**config.mk**
```make
export PLATFORM = sky130hd
export DESIGN_NAME = brs_ctrl
export DESIGN_NICKNAME = d
export VERILOG_FILES = /design/src/hw/rtl/brs_pkg.sv /design/src/hw/rtl/brs_ctrl.sv
export SDC_FILE = /design/constraint.sdc
export NUM_CORES = 1
export LEC_CHECK = 0
export BUFFER_PORTS_ARGS = -buffer_cell sky130_fd_sc_hd__buf_4
export CORE_MARGIN = 4
export CORE_UTILIZATION = 30
export DETAILED_ROUTE_END_ITERATION = 16
export SLEW_MARGIN = 0
export SYNTH_ARGS = -nofsm -noshare
export SYNTH_HDL_FRONTEND = slang
export SYNTH_SLANG_ARGS = --single-unit
```
**constraint.sdc**
```tcl
create_clock -name clk -period 2.9 [get_ports clk]
set_input_delay 0.435 -clock clk [delete_from_list [all_inputs] [get_ports clk]]
set_output_delay 0.435 -clock clk [all_outputs]
set_load 0.02 [all_outputs]
```
**src/hw/rtl/brs_pkg.sv**
```systemverilog
`timescale 1ns / 1ps
package brs_pkg;

	localparam int IDX_W  = 17;
	localparam int VAL_W  = 32;
	localparam int CFG_W  = 17;
	localparam int BSZ_W  = 9;
	localparam int ACC_W  = 64;
	localparam int ACT_W  = 2;
	localparam int STS_W  = 2;
	localparam int BASE_W = IDX_W + 1;

	localparam int DEF_MAX_ELEMENTS = 65536;
	localparam int DEF_MAX_BLOCKS   = 256;

	localparam logic [ACT_W-1:0] ACT_LOAD = 2'd0;
	localparam logic [ACT_W-1:0] ACT_ADD  = 2'd1;
	localparam logic [ACT_W-1:0] ACT_SUM  = 2'd2;

	localparam logic [0:0] CFG_ELEMENT_COUNT = 1'b0;
	localparam logic [0:0] CFG_BLOCK_SIZE    = 1'b1;

	typedef enum logic [STS_W-1:0] {
		ST_OK    = 2'd0,
		ST_MOD   = 2'd1,
		ST_RANGE = 2'd2
	} status_t;

	typedef enum logic [4:0] {
		S_CLR,
		S_IDLE,
		S_START,
		S_DIVS,
		S_DIVW,
		S_LDRD,
		S_LDWR,
		S_BLK,
		S_MUL0,
		S_MUL1,
		S_BUPD,
		S_ERD,
		S_EUPD,
		S_MODS,
		S_MODW,
		S_OUT_RNG,
		S_OUT_NEG,
		S_OUT_OK
	} ctrl_state_t;

	typedef struct packed {
		logic    latch;
		logic    clr_start;
		logic    clr_step;
		logic    div_start;
		logic    div_mod;
		logic    div_take;
		logic    ld_wr;
		logic    blk_setup;
		logic    mul0;
		logic    mul1;
		logic    bupd;
		logic    adv;
		logic    i_init;
		logic    eupd;
		logic    emit;
		status_t code;
	} cmd_t;

	typedef struct packed {
		logic [ACT_W-1:0] op;
		logic             ld_ok;
		logic             rng_ok;
		logic             past_end;
		logic             empty;
		logic             full;
		logic             elem_last;
		logic             c_neg;
		logic             div_busy;
		logic             clr_last;
		logic             out_free;
	} sts_t;

endpackage

```
**src/hw/rtl/brs_ctrl.sv**
```systemverilog
`timescale 1ns / 1ps
module brs_ctrl (
	input  logic          clk,
	input  logic          arst_n,
	input  logic          cfg_we,
	input  logic          in_valid,
	output logic          in_ready,
	input  brs_pkg::sts_t sts,
	output brs_pkg::cmd_t cmd
);
	import brs_pkg::*;

	ctrl_state_t state_q, state_d;

	always_ff @(posedge clk or negedge arst_n) begin
		if (!arst_n) begin
			state_q <= S_CLR;
		end else begin
			state_q <= state_d;
		end
	end

	always_comb begin
		state_d  = state_q;
		cmd      = '0;
		in_ready = 1'b0;
		if (cfg_we) begin
			cmd.clr_start = 1'b1;
			state_d       = S_CLR;
		end else begin
			unique case (state_q)
				S_CLR: begin
					cmd.clr_step = 1'b1;
					if (sts.clr_last) state_d = S_IDLE;
				end
				S_IDLE: begin
					in_ready = 1'b1;
					if (in_valid) begin
						cmd.latch = 1'b1;
						state_d   = S_START;
					end
				end
				S_START: begin
					unique case (sts.op)
						ACT_LOAD: state_d = sts.ld_ok ? S_DIVS : S_IDLE;
						ACT_ADD:  state_d = sts.rng_ok ? S_DIVS : S_IDLE;
						ACT_SUM:  state_d = sts.rng_ok ? S_DIVS : S_OUT_RNG;
						default:  state_d = S_IDLE;
					endcase
				end
				S_DIVS: begin
					cmd.div_start = 1'b1;
					state_d       = S_DIVW;
				end
				S_DIVW: begin
					if (!sts.div_busy) begin
						cmd.div_take = 1'b1;
						state_d      = (sts.op == ACT_LOAD) ? S_LDRD : S_BLK;
					end
				end
				S_LDRD: state_d = S_LDWR;
				S_LDWR: begin
					cmd.ld_wr = 1'b1;
					state_d   = S_IDLE;
				end
				S_BLK: begin
					priority if (sts.past_end) begin
						if (sts.op == ACT_ADD) state_d = S_IDLE;
						else if (sts.c_neg)    state_d = S_OUT_NEG;
						else                   state_d = S_MODS;
					end else if (sts.empty) begin
						cmd.adv = 1'b1;
					end else begin
						cmd.blk_setup = 1'b1;
						state_d       = S_MUL0;
					end
				end
				S_MUL0: begin
					cmd.mul0 = 1'b1;
					state_d  = S_MUL1;
				end
				S_MUL1: begin
					cmd.mul1 = 1'b1;
					state_d  = S_BUPD;
				end
				S_BUPD: begin
					cmd.bupd = 1'b1;
					if (sts.full) begin
						cmd.adv = 1'b1;
						state_d = S_BLK;
					end else begin
						cmd.i_init = 1'b1;
						state_d    = S_ERD;
					end
				end
				S_ERD: state_d = S_EUPD;
				S_EUPD: begin
					cmd.eupd = 1'b1;
					if (sts.elem_last) begin
						cmd.adv = 1'b1;
						state_d = S_BLK;
					end else begin
						state_d = S_ERD;
					end
				end
				S_MODS: begin
					cmd.div_start = 1'b1;
					cmd.div_mod   = 1'b1;
					state_d       = S_MODW;
				end
				S_MODW: begin
					if (!sts.div_busy) state_d = S_OUT_OK;
				end
				S_OUT_RNG, S_OUT_NEG, S_OUT_OK: begin
					if (sts.out_free) begin
						cmd.emit = 1'b1;
						unique case (state_q)
							S_OUT_RNG: cmd.code = ST_RANGE;
							S_OUT_NEG: cmd.code = ST_MOD;
							default:   cmd.code = ST_OK;
						endcase
						state_d = S_IDLE;
					end
				end
				default: state_d = S_IDLE;
			endcase
		end
	end
endmodule

```
==> summary.md <==
| Metric | Value |
|---|---|
| Max-Cap Viols | `0` |
| Vias in the first global route | `912` |
| Int Pwr | `0.174 mW` |
| Hpwl dp | `2.08 mm` |
| Design area | `1110 um^2` |
| Fillers | `288` |
| Req. time, crit path | `~2500 ps` |
| Synth cell types | `49` |
| TNS Setup | `0 ps` |
| Unrepaired setup endpoints after global routing | `no` |
| Critical-path top delay cell | `dfrtp_1` |
| Setup violators final | `0` |
| Dominant synthesized flop cell | `dfrtp_1` |
| Comb pwr share | `0.370` |
| DIE AREA | `3700 um^2` |
| Routed via count | `1005` |
| Area leader, netlist | `dfrtp_1` |
| Setup Crit Path Kind | `reg2out` |
| Arrival @ worst endpoint | `2090 ps` |
| P_sw | `0.103 mW` |
| Delay-heaviest family, CP | `flip-flops` |
| Outcome | `finished clean` |
| RePlAce Congestion | `roughly 0.79` |
| Synth async-reset ratio | `1.00` |
| Initial drt markers | `54` |
| First-pass GRT wire length | `4.37 mm` |
| Layout area overhead | `32.1%` |
| Sw Share | `0.371` |
| Footprint of the multi-input gates | `637 um^2` |
| Core ar. | `2570 um^2` |
| Worst min path class | `in2reg` |
| Top-count cell post-synth | `nor2_1` |
| Cell Chain, Critical Path | `nor2b_1 > a22oi_1 > nor4_1 > a31oi_1 > nor2_1 > buf_4` |
| Worst vdd ir | `0.000219 V` |
| Final Hold Viols | `0` |
| Layout cell share with drive strength beyond 1 | `0.281` |
| Number of flip-flops in the largest register | `5` |
| Max Fclk | `396 MHz` |
| Reg clk slew, reported paths | `around 40 ps` |
| Max clock buf depth | `2` |
| WP buf/inv | `1` |
| Most common library cells after synthesis | `nor2_1, nand2_1, inv_1, nand2b_1, nor4_1` |
| Final cycle utilization of the critical path | `0.870` |
| Clock share of power | `0.291` |
| Placed Area | `1070 um^2` |
| Drt drc | `0` |
| Synth top area share | `0.149` |
| Port bufs | `33` |
| Sequential share of the synthesized area | `0.149` |
| DR pass1 iterations | `5` |
| Largest net degree at the start of global routing | `26` |
| Post-Route Utilization | `0.431` |
| Die Y-Extent | `around 61 um` |
| Cell Area, Synth | `837 um^2` |
| I/O pin total | `34` |
| Worst setup SP type | `register` |
| CTS tree | `done` |
| EDFF count, synth | `0` |
| Clk sink count | `5` |
| TritonCTS buffer count | `3` |
| Clk_lat worst skew | `240 ps` |
| Slew margin rel. | `0.512` |
| Register area | `125 um^2` |
| YS warnings | `0` |
| Crit Path Max Fanout | `24` |
| Least-Margin Pin Slew | `between 700 and 800 ps` |
| Largest regs | `state_q x5` |
| Max-slew violations | `0` |
| Diode count | `0` |
| H-Tree Depth | `1` |
| Final nets | `163` |
| Syn_nets | `between 100 and 150` |
| # rows | `18` |
| GRT Residual Overflow | `0` |
| Leakage | `0.464 nW` |
| Period minus WS final | `approximately 2500 ps` |
| Sequential fraction of design power | `0.339` |
| Die span in x | `60.8 um` |
| Antenna Nets Post-Route | `0` |
| Initial antenna violation count | `0` |
| Final wirelength | `approximately 2.7 mm` |
| Wirelength per Cell | `~15 um` |
| Vias/cell | `approximately 5.7` |
| Most flops, register | `state_q` |
| Synth area leaders | `dfrtp_1, nor2_1, nand2b_1` |
| Synthesized instance count | `118` |
| Starting Density | `0.326` |
| GRT Total Usage | `0.157` |
| CP peak stage delay | `770 ps` |
| Pwr Density | `250 nW/um^2` |
| Clk_skew | `2.50 ps` |
| Syn Area/Cell | `7.09 um^2` |
| Root buffer cell | `clkbuf_4` |
| CP endpoint kind | `output pin` |
| Seq cells post-synth | `5` |
[metal layers]
| layer | part of all wire | routed length (um) | vias to the layer above | global-route usage |
|---|---|---|---|---|
| met2 | 0.51 | 1370 | 30 | 0.250 |
| met1 | 0.43 | 1160 | 465 | 0.221 |
| met3 | 0.058 | 157 | 2 | 0.0128 |
| met5 | 0 | 0 | - | 0 |
| li1 | - | - | 508 | - |
| met4 | 0.0070 | 19 | 0 | 0.0557 |
[metrics by stage]
step | hold WS [ps] | setup slack, ps | power (mW) | instances
2_1_floorplan | 139 | 694 | 0.154 | 118
3_3_place_gp | 240 | 760 | 0.195 | 171
3_5_place_dp | 240 | 662 | 0.196 | 171
4_1_cts | 440 | 397 | 0.279 | 176
5_1_grt | 435 | 137 | 0.301 | 176
6_report | 442 | 376 | 0.276 | 176
[what timing repair did]
action,4_1_cts,5_1_grt
endpoints found under the hold margin,5,0
hold buffers,1,0
gates resized for setup,0,0
setup buffers,0,0
[kinds of logic (layout without fill, tap and decap cells)]
| group | count (synthesis) | after routing | share of synthesized area |
|---|---|---|---|
| AO/OA/AOI/OAI | 30 | 30 | 0.295 |
| flip-flops | 5 | 5 | 0.149 |
| AND/OR/NAND/NOR | 67 | 67 | 0.466 |
| buffers and inverters | 16 | 44 | 0.0897 |
[area by class of cell]
class	count	share of cell area
clock buffer	4	0.0238
tap	30	0.0339
sequential	5	0.113
multi-input combinational	97	0.576
timing repair buffer	34	0.233
inverter	6	0.0204
[worst register-to-register path: cells and delay by family, from the launching register on]
| family | cells | cell delay, ps |
|---|---|---|
| buffers and inverters | 1 | 90 |
| AOI/OAI and AO/OA | 3 | 1010 |
| and+or+nand+nor | 1 | 200 |
| DFF | 1 | 810 |
[power groups by stage]
stage	registers (mW)	clock network, mW	logic [mW]
2_1_floorplan	0.0765	0	0.0773
6_report	0.0938	0.0806	0.102
3_5_place_dp	0.0944	0	0.102
4_1_cts	0.0932	0.0829	0.103
3_3_place_gp	0.0937	0	0.101
5_1_grt	0.0957	0.0926	0.113
[layout by cell type (no fill, tap or decap), drive strengths merged, types with 4 or more instances in the layout]
master / n
and3: 4
inv: 6
clkbuf: 4
dfrtp: 5
nor3b: 4
nand2: 9
nor4: 7
buf: 33
a21oi: 4
nor2: 14
nand2b: 6
nor2b: 5
[path summary, 6_finish.rpt]
kind | cells past startpoint | from | slack [ps] | to
max | 6 | state_q[2]$_DFFE_PN0P_ | 380 | cmd[5]
min | 2 | cfg_we | 440 | state_q[0]$_DFFE_PN0P_
max reg2reg | 5 | state_q[1]$_DFFE_PN0P_ | 650 | state_q[1]$_DFFE_PN0P_
min reg2reg | 2 | state_q[4]$_DFFE_PN0P_ | 800 | state_q[4]$_DFFE_PN0P_
max in group asynchronous | 2 | arst_n | 2250 | state_q[0]$_DFFE_PN0P_
min in group asynchronous | 2 | arst_n | 540 | state_q[1]$_DFFE_PN0P_
Note: power is estimated with default switching activity, not from simulation.
